$ cat src/rtl/teq_pkg.sv
// Shared types and codes for the timed event queue.
package teq_pkg;

    localparam int KIND_W   = 2;
    localparam int TYPE_W   = 2;
    localparam int STATUS_W = 3;

    localparam logic [KIND_W-1:0] KIND_SCHEDULE = 2'd0;
    localparam logic [KIND_W-1:0] KIND_PROCESS  = 2'd1;
    localparam logic [KIND_W-1:0] KIND_CLEAR    = 2'd2;

    localparam logic [STATUS_W-1:0] ST_FIRED     = 3'd0;
    localparam logic [STATUS_W-1:0] ST_SCHEDULED = 3'd1;
    localparam logic [STATUS_W-1:0] ST_REJECTED  = 3'd2;
    localparam logic [STATUS_W-1:0] ST_DONE      = 3'd3;
    localparam logic [STATUS_W-1:0] ST_CLEARED   = 3'd4;

    typedef enum logic [2:0] {
        S_IDLE,
        S_INS_CHK,
        S_INS_CMP,
        S_PRC_CHK,
        S_PRC_CMP,
        S_RESP
    } t_state;

    typedef struct packed {
        logic we;
        logic re;
    } t_ram_ctl;

endpackage

$ cat src/rtl/timed_event_queue_top.sv
// Top level of the time-sorted event queue: stream ports, RAM, unit, sequencer.
//
//  channel  | dir | tdata (low bit up)                                   | tuser  | tlast
//  s_axis   | in  | time_value, handler_id, data_type, payload           | kind   | -
//  m_axis   | out | event_time, fired_handler, fired_type, fired_payload, | status | last
//           |     | now_time                                             |        |
//
// Schedule: each queued event later than the new one moves up one slot; a full queue rejects.
// Process: fires queued events due at or before the given time, head first.
// The single RAM read port and the shared compare make each step a read followed by a compare.
// Reset clears count, head and output valid; queue contents stay undefined.
// A stalled m_axis holds the sequencer in its fire or response step.
module timed_event_queue_top #(
    parameter int QUEUE_DEPTH   = 16,
    parameter int TIME_WIDTH    = 32,
    parameter int HANDLER_WIDTH = 8,
    parameter int PAYLOAD_WIDTH = 64,
    localparam int IDW = ((TIME_WIDTH + HANDLER_WIDTH + teq_pkg::TYPE_W
                          + PAYLOAD_WIDTH + 7) / 8) * 8,
    localparam int ODW = ((2 * TIME_WIDTH + HANDLER_WIDTH + teq_pkg::TYPE_W
                          + PAYLOAD_WIDTH + 7) / 8) * 8
) (
    input  logic                          i_clk,
    input  logic                          i_rst_n,
    input  logic                          i_s_axis_tvalid,
    output logic                          o_s_axis_tready,
    // time_value, handler_id, data_type, payload
    input  logic [IDW-1:0]                i_s_axis_tdata,
    // kind
    input  logic [teq_pkg::KIND_W-1:0]    i_s_axis_tuser,
    output logic                          o_m_axis_tvalid,
    input  logic                          i_m_axis_tready,
    // event_time, fired_handler, fired_type, fired_payload, now_time
    output logic [ODW-1:0]                o_m_axis_tdata,
    // status
    output logic [teq_pkg::STATUS_W-1:0]  o_m_axis_tuser,
    output logic                          o_m_axis_tlast
);

    import teq_pkg::*;

    localparam int AW = $clog2(QUEUE_DEPTH);
    localparam int EW = TIME_WIDTH + HANDLER_WIDTH + TYPE_W + PAYLOAD_WIDTH;
    localparam int HL = TIME_WIDTH;
    localparam int YL = HL + HANDLER_WIDTH;
    localparam int PL = YL + TYPE_W;
    localparam int NL = PL + PAYLOAD_WIDTH;

    t_ram_ctl                  ram_ctl;
    logic [EW-1:0]             ram_wdata;
    logic [EW-1:0]             ram_q;
    logic [AW-1:0]             head;
    logic [AW-1:0]             idx;
    logic [AW-1:0]             addr;
    logic [TIME_WIDTH-1:0]     ref_time;
    logic                      gt;

    logic [TIME_WIDTH-1:0]     out_event_time;
    logic [HANDLER_WIDTH-1:0]  out_handler;
    logic [TYPE_W-1:0]         out_type;
    logic [PAYLOAD_WIDTH-1:0]  out_payload;
    logic [TIME_WIDTH-1:0]     out_now;

    teq_ram #(
        .WIDTH (EW),
        .DEPTH (QUEUE_DEPTH)
    ) u_ram (
        .i_clk   (i_clk),
        .i_we    (ram_ctl.we),
        .i_waddr (addr),
        .i_wdata (ram_wdata),
        .i_re    (ram_ctl.re),
        .i_raddr (addr),
        .o_rdata (ram_q)
    );

    teq_unit #(
        .QUEUE_DEPTH (QUEUE_DEPTH),
        .TIME_WIDTH  (TIME_WIDTH)
    ) u_unit (
        .i_head     (head),
        .i_idx      (idx),
        .i_q_time   (ram_q[TIME_WIDTH-1:0]),
        .i_ref_time (ref_time),
        .o_addr     (addr),
        .o_gt       (gt)
    );

    teq_seq #(
        .QUEUE_DEPTH   (QUEUE_DEPTH),
        .TIME_WIDTH    (TIME_WIDTH),
        .HANDLER_WIDTH (HANDLER_WIDTH),
        .PAYLOAD_WIDTH (PAYLOAD_WIDTH)
    ) u_seq (
        .i_clk            (i_clk),
        .i_rst_n          (i_rst_n),
        .i_in_valid       (i_s_axis_tvalid),
        .o_in_ready       (o_s_axis_tready),
        .i_in_kind        (i_s_axis_tuser),
        .i_in_time        (i_s_axis_tdata[HL-1:0]),
        .i_in_handler     (i_s_axis_tdata[YL-1:HL]),
        .i_in_type        (i_s_axis_tdata[PL-1:YL]),
        .i_in_payload     (i_s_axis_tdata[NL-1:PL]),
        .o_out_valid      (o_m_axis_tvalid),
        .i_out_ready      (i_m_axis_tready),
        .o_out_status     (o_m_axis_tuser),
        .o_out_event_time (out_event_time),
        .o_out_handler    (out_handler),
        .o_out_type       (out_type),
        .o_out_payload    (out_payload),
        .o_out_now        (out_now),
        .o_out_last       (o_m_axis_tlast),
        .o_ram_ctl        (ram_ctl),
        .o_ram_wdata      (ram_wdata),
        .i_ram_q          (ram_q),
        .o_head           (head),
        .o_idx            (idx),
        .o_ref_time       (ref_time),
        .i_addr           (addr),
        .i_gt             (gt)
    );

    always_comb begin
        o_m_axis_tdata                        = '0;
        o_m_axis_tdata[HL-1:0]                = out_event_time;
        o_m_axis_tdata[YL-1:HL]               = out_handler;
        o_m_axis_tdata[PL-1:YL]               = out_type;
        o_m_axis_tdata[NL-1:PL]               = out_payload;
        o_m_axis_tdata[NL+TIME_WIDTH-1:NL]    = out_now;
    end

endmodule

$ cat src/rtl/teq_ram.sv
// Generic single-write, single-read RAM with registered read data.
module teq_ram #(
    parameter int WIDTH = 8,
    parameter int DEPTH = 16
) (
    input  logic                     i_clk,
    input  logic                     i_we,
    input  logic [$clog2(DEPTH)-1:0] i_waddr,
    input  logic [WIDTH-1:0]         i_wdata,
    input  logic                     i_re,
    input  logic [$clog2(DEPTH)-1:0] i_raddr,
    output logic [WIDTH-1:0]         o_rdata
);

    logic [WIDTH-1:0] r_mem [DEPTH];
    logic [WIDTH-1:0] r_rdata;

    always_ff @(posedge i_clk) begin
        if (i_we) begin
            r_mem[i_waddr] <= i_wdata;
        end
        if (i_re) begin
            r_rdata <= r_mem[i_raddr];
        end
    end

    assign o_rdata = r_rdata;

endmodule

$ cat src/rtl/teq_unit.sv
// Shared unit: ring address add with wrap and due time compare.
module teq_unit #(
    parameter int QUEUE_DEPTH = 16,
    parameter int TIME_WIDTH  = 32
) (
    input  logic [$clog2(QUEUE_DEPTH)-1:0] i_head,
    input  logic [$clog2(QUEUE_DEPTH)-1:0] i_idx,
    input  logic [TIME_WIDTH-1:0]          i_q_time,
    input  logic [TIME_WIDTH-1:0]          i_ref_time,
    output logic [$clog2(QUEUE_DEPTH)-1:0] o_addr,
    output logic                           o_gt
);

    localparam int AW = $clog2(QUEUE_DEPTH);
    localparam logic [AW:0] DEPTH_W = (AW+1)'(QUEUE_DEPTH);

    logic [AW:0] sum;
    logic [AW:0] wrapped;

    always_comb begin
        sum     = {1'b0, i_head} + {1'b0, i_idx};
        wrapped = (sum >= DEPTH_W) ? (sum - DEPTH_W) : sum;
        o_addr  = wrapped[AW-1:0];
        o_gt    = i_q_time > i_ref_time;
    end

endmodule

$ cat src/rtl/teq_seq.sv
// Sequencer: insert, pop and clear over the ring RAM, with output register.
module teq_seq #(
    parameter int QUEUE_DEPTH   = 16,
    parameter int TIME_WIDTH    = 32,
    parameter int HANDLER_WIDTH = 8,
    parameter int PAYLOAD_WIDTH = 64,
    localparam int AW = $clog2(QUEUE_DEPTH),
    localparam int EW = TIME_WIDTH + HANDLER_WIDTH + teq_pkg::TYPE_W + PAYLOAD_WIDTH
) (
    input  logic                             i_clk,
    input  logic                             i_rst_n,
    input  logic                             i_in_valid,
    output logic                             o_in_ready,
    input  logic [teq_pkg::KIND_W-1:0]       i_in_kind,
    input  logic [TIME_WIDTH-1:0]            i_in_time,
    input  logic [HANDLER_WIDTH-1:0]         i_in_handler,
    input  logic [teq_pkg::TYPE_W-1:0]       i_in_type,
    input  logic [PAYLOAD_WIDTH-1:0]         i_in_payload,
    output logic                             o_out_valid,
    input  logic                             i_out_ready,
    output logic [teq_pkg::STATUS_W-1:0]     o_out_status,
    output logic [TIME_WIDTH-1:0]            o_out_event_time,
    output logic [HANDLER_WIDTH-1:0]         o_out_handler,
    output logic [teq_pkg::TYPE_W-1:0]       o_out_type,
    output logic [PAYLOAD_WIDTH-1:0]         o_out_payload,
    output logic [TIME_WIDTH-1:0]            o_out_now,
    output logic                             o_out_last,
    output teq_pkg::t_ram_ctl                o_ram_ctl,
    output logic [EW-1:0]                    o_ram_wdata,
    input  logic [EW-1:0]                    i_ram_q,
    output logic [AW-1:0]                    o_head,
    output logic [AW-1:0]                    o_idx,
    output logic [TIME_WIDTH-1:0]            o_ref_time,
    input  logic [AW-1:0]                    i_addr,
    input  logic                             i_gt
);

    import teq_pkg::*;

    localparam int CW = $clog2(QUEUE_DEPTH + 1);
    localparam logic [CW-1:0] FULL_COUNT = CW'(QUEUE_DEPTH);
    localparam int HL = TIME_WIDTH;
    localparam int YL = HL + HANDLER_WIDTH;
    localparam int PL = YL + TYPE_W;

    t_state                    r_state, n_state;
    logic [CW-1:0]             r_count;
    logic [AW-1:0]             r_head;
    logic [AW-1:0]             r_idx;
    logic [TIME_WIDTH-1:0]     r_time;
    logic [HANDLER_WIDTH-1:0]  r_handler;
    logic [TYPE_W-1:0]         r_type;
    logic [PAYLOAD_WIDTH-1:0]  r_payload;
    logic [STATUS_W-1:0]       r_status;

    logic                      r_out_valid;
    logic [STATUS_W-1:0]       r_out_status;
    logic [TIME_WIDTH-1:0]     r_out_event_time;
    logic [HANDLER_WIDTH-1:0]  r_out_handler;
    logic [TYPE_W-1:0]         r_out_type;
    logic [PAYLOAD_WIDTH-1:0]  r_out_payload;
    logic [TIME_WIDTH-1:0]     r_out_now;
    logic                      r_out_last;

    logic accept;
    logic full;
    logic out_free;
    logic wsel_q;
    logic ins_move;
    logic ins_done;
    logic emit_fire;
    logic emit_resp;

    assign accept   = i_in_valid && o_in_ready;
    assign full     = r_count == FULL_COUNT;
    assign out_free = !r_out_valid || i_out_ready;

    always_comb begin
        n_state = r_state;
        unique case (r_state)
            S_IDLE: begin
                if (i_in_valid) begin
                    unique case (i_in_kind)
                        KIND_SCHEDULE: n_state = full ? S_RESP : S_INS_CHK;
                        KIND_PROCESS:  n_state = S_PRC_CHK;
                        KIND_CLEAR:    n_state = S_RESP;
                        default:       n_state = S_IDLE;
                    endcase
                end
            end
            S_INS_CHK: n_state = (r_idx == '0) ? S_RESP : S_INS_CMP;
            S_INS_CMP: n_state = i_gt ? S_INS_CHK : S_RESP;
            S_PRC_CHK: n_state = (r_count == '0) ? S_RESP : S_PRC_CMP;
            S_PRC_CMP: begin
                if (i_gt) begin
                    n_state = S_RESP;
                end else if (out_free) begin
                    n_state = S_PRC_CHK;
                end
            end
            S_RESP: n_state = out_free ? S_IDLE : S_RESP;
            default: n_state = S_IDLE;
        endcase
    end

    always_comb begin
        o_ram_ctl = '0;
        o_idx     = '0;
        wsel_q    = 1'b0;
        ins_move  = 1'b0;
        ins_done  = 1'b0;
        emit_fire = 1'b0;
        emit_resp = 1'b0;
        unique case (r_state)
            S_INS_CHK: begin
                if (r_idx == '0) begin
                    o_ram_ctl.we = 1'b1;
                    ins_done     = 1'b1;
                end else begin
                    o_idx        = r_idx - 1'b1;
                    o_ram_ctl.re = 1'b1;
                end
            end
            S_INS_CMP: begin
                o_idx        = r_idx;
                o_ram_ctl.we = 1'b1;
                if (i_gt) begin
                    wsel_q   = 1'b1;
                    ins_move = 1'b1;
                end else begin
                    ins_done = 1'b1;
                end
            end
            S_PRC_CHK: begin
                o_ram_ctl.re = r_count != '0;
            end
            S_PRC_CMP: begin
                o_idx     = AW'(1);
                emit_fire = !i_gt && out_free;
            end
            S_RESP: begin
                emit_resp = out_free;
            end
            default: begin
            end
        endcase
    end

    assign o_ram_wdata = wsel_q ? i_ram_q : {r_payload, r_type, r_handler, r_time};
    assign o_head      = r_head;
    assign o_ref_time  = r_time;
    assign o_in_ready  = r_state == S_IDLE;

    always_ff @(posedge i_clk) begin
        if (!i_rst_n) begin
            r_state     <= S_IDLE;
            r_count     <= '0;
            r_head      <= '0;
            r_out_valid <= 1'b0;
        end else begin
            r_state <= n_state;
            if (accept && i_in_kind == KIND_CLEAR) begin
                r_count <= '0;
            end else if (ins_done) begin
                r_count <= r_count + 1'b1;
            end else if (emit_fire) begin
                r_count <= r_count - 1'b1;
            end
            if (emit_fire) begin
                r_head <= i_addr;
            end
            if (emit_fire || emit_resp) begin
                r_out_valid <= 1'b1;
            end else if (i_out_ready) begin
                r_out_valid <= 1'b0;
            end
        end
    end

    always_ff @(posedge i_clk) begin
        if (accept) begin
            r_time    <= i_in_time;
            r_handler <= i_in_handler;
            r_type    <= i_in_type;
            r_payload <= i_in_payload;
            r_idx     <= r_count[AW-1:0];
            unique case (i_in_kind)
                KIND_SCHEDULE: r_status <= full ? ST_REJECTED : ST_SCHEDULED;
                KIND_PROCESS:  r_status <= ST_DONE;
                default:       r_status <= ST_CLEARED;
            endcase
        end else if (ins_move) begin
            r_idx <= r_idx - 1'b1;
        end
        if (emit_fire) begin
            r_out_status     <= ST_FIRED;
            r_out_event_time <= i_ram_q[HL-1:0];
            r_out_handler    <= i_ram_q[YL-1:HL];
            r_out_type       <= i_ram_q[PL-1:YL];
            r_out_payload    <= i_ram_q[EW-1:PL];
            r_out_now        <= r_time;
            r_out_last       <= 1'b0;
        end else if (emit_resp) begin
            r_out_status     <= r_status;
            r_out_event_time <= '0;
            r_out_handler    <= '0;
            r_out_type       <= '0;
            r_out_payload    <= '0;
            r_out_now        <= (r_status == ST_DONE) ? r_time : '0;
            r_out_last       <= 1'b1;
        end
    end

    assign o_out_valid      = r_out_valid;
    assign o_out_status     = r_out_status;
    assign o_out_event_time = r_out_event_time;
    assign o_out_handler    = r_out_handler;
    assign o_out_type       = r_out_type;
    assign o_out_payload    = r_out_payload;
    assign o_out_now        = r_out_now;
    assign o_out_last       = r_out_last;

endmodule

$ cat config.mk
export PLATFORM = sky130hd
export DESIGN_NAME = timed_event_queue_top
export DESIGN_NICKNAME = d
export VERILOG_FILES = /design/src/rtl/teq_pkg.sv /design/src/rtl/timed_event_queue_top.sv /design/src/rtl/teq_ram.sv /design/src/rtl/teq_unit.sv /design/src/rtl/teq_seq.sv
export SDC_FILE = /design/constraint.sdc
export NUM_CORES = 2
export LEC_CHECK = 0
export BUFFER_PORTS_ARGS = -buffer_cell sky130_fd_sc_hd__buf_4
export CORE_MARGIN = 1
export CORE_UTILIZATION = 55
export CTS_CLUSTER_SIZE = 16
export DETAILED_ROUTE_END_ITERATION = 7
export GPL_ROUTABILITY_DRIVEN = 0
export GPL_TIMING_DRIVEN = 0
export PLACE_DENSITY = 0.84
export SLEW_MARGIN = 10
export SYNTH_ARGS = -nofsm -noshare
export SYNTH_HDL_FRONTEND = slang
export SYNTH_SLANG_ARGS = --single-unit
$ cat constraint.sdc
create_clock -name i_clk -period 10 [get_ports i_clk]
set_clock_uncertainty 0.1 [all_clocks]
set_input_delay 0.5 -clock i_clk [delete_from_list [all_inputs] [get_ports i_clk]]
set_output_delay 0.5 -clock i_clk [all_outputs]
set_load 0.05 [all_outputs]
* Word level (Yosys, flattened, before mapping)
Memories as Yosys holds them, arrays and structs flattened. A register that Yosys moved wholly into a read port is not among the register bits.
Cells that the tools add are included.
** Storage, ports and cells
- Register bits after elaboration :: 268
- RAM bits :: 1696
- Logic and storage cells :: 100
- Memories :: 1
** Memory list
- u_ram.r_mem :: depth 16, width 106, read ports 1, clocked after Yosys merged registers in 1, wr ports 1, line teq_ram.sv:15 : logic [WIDTH-1:0] r_mem [DEPTH];
** Cells by class
- Add/sub/neg operators :: 5
- Magnitude comparators :: 2
- Equal/unequal tests :: 11
- Muxes and demuxes :: 45
- Bitwise gates (word level) :: 1
- Reduce and logical (&&, ||, !) cells :: 18
** Operators with widths (count)
- $mux 32 :: 5
- $mux 64 :: 2
- $mux 106 :: 1
- $gt 32x32->1 :: 1
- $mux 3 :: 7
- $pmux 3 s6 :: 1
- $mux 4 :: 4
- $mux 8 :: 2
- $mux 1 :: 12
- $pmux 4 s3 :: 1
- $mux 5 :: 2
- $eq 3x2->1 const B :: 3
- $pmux 3 s3 :: 1
- $reduce_bool 2->1 :: 4
- $sub 4x1->4 const B :: 2
- $eq 3x3->1 const B :: 2
- $mux 2 :: 3
- $pmux 1 s2 :: 3
- $pmux 3 s2 :: 1
- $add 4x4->5 :: 1
- $add 5x1->5 const B :: 1
- $eq 5x5->1 const B :: 1
- $ge 5x5->1 const B :: 1
- $logic_not 5->1 :: 1
- 16 further kinds :: 20

* Depth between registers and ports, before layout
- Depth in word-level cells :: 6
- Depth in mapped cells :: 16

* By module
From an unflattened synthesis, not the netlist that was laid out.
** Unflattened totals
- Cells, all modules :: 3532
- Area total of the unflattened synthesis :: 78612.9 µm²
** By module, submodules not included
- teq_ram :: times used 1, cells an instance 2712, area each 66605.1 µm²
- teq_seq :: times used 1, cells an instance 688, area each 11010.6 µm²
- teq_unit :: times used 1, cells an instance 125, area each 948.4 µm²
- timed_event_queue_top :: times used 1, cells an instance 7, area each 48.8 µm²

* Least setup slack after synthesis
OpenSTA, ideal clock, no wires.
- Kind :: reg2reg
- Start point :: register u_seq.r_idx[0]
- End point :: memory u_ram.r_mem[1][0] (netlist name) (enable)
- Data arrival time :: 10.217 ns
- Setup slack :: -1.018 ns
- Cell stages (with the launch flop) :: 15
- Period minus slack after synthesis :: 11.018 ns
- Cell sequence :: edfxtp_1 inv_1 ha_1 nor3b_2 or3b_1 buf_2 o22ai_1 ha_1 a21o_1 a21oi_1 xnor2_4 xnor2_2 buf_4 nand3_1 nor3_1
** On the way
- Longest elaborated chain between the ends :: 6
** Ends and longest elaborated chain
- from (decl) :: line teq_seq.sv:49 : logic [AW-1:0] r_idx;
- from (signal assigned) :: line teq_seq.sv:186 : r_idx <= r_count[AW-1:0];
- from (signal assigned) :: line teq_seq.sv:193 : r_idx <= r_idx - 1'b1;
- $sub 4x1->4 or $logic_not 4->1 (tied branches) :: line teq_seq.sv:120, teq_seq.sv:116
- $mux 4 :: line teq_seq.sv:116 : if (r_idx == '0) begin
- $pmux 4 s3 :: line teq_seq.sv:114 : unique case (r_state)
- $add 4x4->5 :: line teq_unit.sv:21 : sum = {1'b0, i_head} + {1'b0, i_idx};
- $sub 4x1->4 or $ge 5x5->1 (tied branches) :: line teq_unit.sv:22 : wrapped = (sum >= DEPTH_W) ? (sum - DEPTH_W) : sum;
- $mux 4 :: line teq_unit.sv:22
- to (decl) :: line teq_ram.sv:15
Parallel ways exist; a longest one is shown, timed or not.

* Final worst setup path
- Start point :: register u_seq.r_idx[0]
- End point :: memory u_ram.r_mem[14][52] (netlist name) (enable)
** On the way
- Longest elaborated chain between the ends :: 6
** Ends and longest elaborated chain
- $sub 4x1->4 or $logic_not 4->1 (tied branches) :: line teq_seq.sv:120, teq_seq.sv:116
- $mux 4 :: line teq_seq.sv:116
- $pmux 4 s3 * :: line teq_seq.sv:114
- $add 4x4->5 * :: line teq_unit.sv:21
- $sub 4x1->4 or $ge 5x5->1 (tied branches) :: line teq_unit.sv:22
- $mux 4 * :: line teq_unit.sv:22
- via addr[1] :: line timed_event_queue_top.sv:54 : logic [AW-1:0] addr;
Mark *: on every way through the listed nets, which the timed path passes. The rest lies on a longest branch.

==> flow_summary.yaml <==
cts:
  clock_sinks: 2070
  numCtsBuffers: 189
  tritoncts: "built"
  ctsResizeCount: 0
  clk_latency_ps: 840
  htreeDepth: 4
  clkTransAtPathRegs_ps: 60
  clk_path_buf_depth: 3
  cts_root_buf: "clkbuf_16"
sta:
  drv_slew: 0
  tightest_slew_ps: 1411
  max_freq_ghz: 0.1373
  period_share: 0.7285
  min_period_ps: 7285
  slew_headroom: 0.05946
  setup_viol_count_final: 0
  grt_setup_unrepaired: "false"
  setup_slack_ps: 2715
  finalSetupTns_ps: 0
  final_hold_viol_count: 0
place:
  place_hpwl_um: 126400
  dpl_cell_area_um2: 86080
  place_inst: 6156
  io_buffers: 255
  place_ws_ps: 3069
yosys:
  synth_ff_type: "edfxtp_1"
  synth_top_area_cell: "edfxtp_1"
  synthTopCellsByArea: "edfxtp_1, mux4_2, nand2_1, mux2_2, and2_1"
  yosys_warnings: 0
  synthArstFlopShare: 0
  ys_seq_elements: 2070
  yosysMostFrequentCell: "edfxtp_1"
  syn_inst: 3858
  yosysTopAreaCellShare: 0.7768
  synth_edf_count: 2053
  synthDistinctLibCells: 62
  synth.top_cells.by_count: "edfxtp_1, nand2_1, mux4_2"
  synth.avg_cell_area_um2: 20.57
  synth_area_um2: 79370
  ys_seq_area_frac: 0.7811
die:
  ios: 268
  coreArea_um2: 143300
  start_util: 0.5538
  row_count: 139
  chipHeight_um: 381.9
  die_x_um: 381.9
  dieArea_um2: 145800
job:
  max_cap_viol_count: 0
power_and_ir_drop:
  clockPowerShare: 0.236
  power_density_nw_per_um2: 328.0
  comb_power_share: 0.372
  p_leak_nw: 30.77
  p_int_mw: 19.47
  max-vdd-ir-drop_uv: 302.7
  total_power_mw: 30.54
  p_sw_mw: 11.07
  p_sw_frac: 0.3624
  p_seq_frac: 0.392
global_routing:
  overflow: 0
  grt_antenna_before_repair: 10
  grt_max_degree: 100
  grt_pass1_vias: 45290
  grt_pass1_wl_um: 325800
  grt_util_all_layers: 0.3166
critical_path:
  worst-path-buf-inv: 9
  slowest_stage: "nor2_4"
  path_class: "reg2reg"
  startpoint_type: "flip-flop"
  slowest_delay_ps: 900
  critPathRequiredTime_ps: 10430
  end_kind: "flip-flop"
  critical-path-top-delay-family: "buffers and inverters"
  path_max_fanout: 21
  cp_data_arrival_time_ps: 7720
  crit_chain: "inv_1, ha_1, nor3b_2, or3b_1, buf_2, o211ai_1, ha_1, fa_1, clkbuf_2, buf_1, clkbuf_1, nand2_1, nor2_4, buf_12, buf_16, buf_12, buf_16"
run_status:
  status: "complete, no violations"
detailed_routing:
  finalWirelength_um: 231200
  wl_per_cell_um: 34.97
  drt-vias-per-instance: 6.815
  vias: 45060
  drtIter0Drc: 7073
  first_pass_iters: 8
  final_antenna_net_count: 0
  drc: 0
layout:
  multi_input_area_um2: 16460
  seqCellArea_um2: 61990
  fin_nets: 4712
  fin_cells: 6611
  fillers: 8440
  finish.instance_area_um2: 93090
  drive_gt1_frac: 0.2749
  syn_to_final_growth_pct: 17.29
hold_path:
  hp-class: "in2reg"
-- state kept, by name (all words and copies together) (netlist names), 3 cells and up --
| register | count |
|---|---|
| u_ram.r_mem | 1696 |
| u_ram.o_rdata | 106 |
| u_seq.o_out_payload | 64 |
| u_seq.r_payload | 64 |
| u_seq.o_out_event_time | 32 |
| u_seq.o_out_now | 32 |
| u_seq.o_ref_time | 32 |
| u_seq.o_out_handler | 8 |
| u_seq.r_handler | 8 |
| u_seq.r_count | 5 |
| u_seq.o_head | 4 |
| u_seq.r_idx | 4 |
| u_seq.o_out_status | 3 |
| u_seq.r_state | 3 |
| u_seq.r_status | 3 |
-- area by class of cell --
cell class,instances,share of cell area
clock buffers,241,0.05359
well taps,1903,0.02558
inverters,40,0.001747
flip-flops and latches,2070,0.6659
multi-input cells,1547,0.1769
repair buffers,499,0.05613
diodes,8,0.0002151
plain buffers,206,0.01017
clock inverters,97,0.009798
-- tightest hold or removal path: stages --
cell      delay (ps)
buf_4             80
nand2b_1         250
a21boi_0         140
-- through the flow --
| stage | hold WS, ps | utilization |
|---|---|---|
| floorplan | 367.0 | - |
| global placement | 355.3 | 0.5841 |
| detailed placement | 401.5 | 0.6007 |
| CTS | 49.63 | 0.6494 |
| global route | 137.5 | 0.6495 |
| finish | 101.5 | 0.6496 |
-- final timing paths --
| path | from | endpoint | slack [ps] | depth (start not counted) |
|---|---|---|---|---|
| worst max-delay path | u_seq.r_idx[0]$_DFFE_PP_ | u_ram.r_mem[14][52]$_DFFE_PP_ | 2710 | 17 |
| worst min-delay path | i_m_axis_tready | u_seq.o_out_valid$_SDFFE_PN0P_ | 100 | 3 |
| worst max register to register | u_seq.r_idx[0]$_DFFE_PP_ | u_ram.r_mem[14][52]$_DFFE_PP_ | 2710 | 17 |
| worst min register to register | u_seq.r_count[4]$_SDFFE_PP0P_ | u_seq.r_count[4]$_SDFFE_PP0P_ | 410 | 2 |
-- cell families after synthesis --
| family | count (synthesis) | share of synthesized area |
|---|---|---|
| XOR/XNOR | 8 | 0.001450 |
| AND/OR/NAND/NOR | 782 | 0.04674 |
| multiplexers | 538 | 0.1364 |
| buffers and inverters | 246 | 0.01375 |
| flip-flops | 2070 | 0.7811 |
| AO/OA/AOI/OAI | 172 | 0.01395 |
| other | 1 | 0.00004725 |
| adder cells (fa/ha/maj) | 41 | 0.006653 |
-- metal layers --
metal	vias up	GRT usage	share of wire
met5	-	0	0.00011
met4	4	0.2004	0.075
met1	22410	0.3929	0.32
met3	1012	0.06571	0.12
li1	16940	-	-
met2	4687	0.5117	0.48
-- cells in the final DEF (no fill, tap or decap), types with 8 or more instances in the layout --
| master | count |
|---|---|
| nor2_4 | 8 |
| inv_1 | 38 |
| buf_8 | 40 |
| buf_4 | 291 |
| buf_16 | 23 |
| inv_6 | 9 |
| clkbuf_16 | 192 |
| buf_1 | 11 |
| clkinv_2 | 30 |
| clkbuf_1 | 146 |
| buf_6 | 17 |
| and3_1 | 108 |
| diode_2 | 8 |
| clkbuf_2 | 25 |
| a31oi_1 | 109 |
| nand2_1 | 455 |
| edfxtp_1 | 2053 |
| nor2_1 | 20 |
| dfxtp_1 | 17 |
| ha_1 | 39 |
| clkinv_1 | 34 |
| dlygate4sd3_1 | 109 |
| buf_12 | 32 |
| a21oi_1 | 26 |
| mux2i_1 | 9 |
| buf_2 | 60 |
| mux2_1 | 17 |
| mux4_2 | 424 |
| mux2_2 | 88 |
| and2_1 | 137 |
| bufinv_16 | 14 |
| nand4_1 | 8 |
| o21ai_0 | 9 |
-- what timing repair did --
item                      CTS  global route
hold endpoints to repair  117             0
buffers inserted            0             0
hold buffers              109             0
-- power groups by stage --
stage,Clock [mW],Combinational [mW],Sequential (mW)
global route,7.47,11.7,12.0
CTS,7.14,11.1,11.9
detailed placement,0,10.6,12.1
finish,7.20,11.4,12.0
global placement,0,9.81,12.3
floorplan,0,6.55,12.4
(Power assumes the default switching activity.)
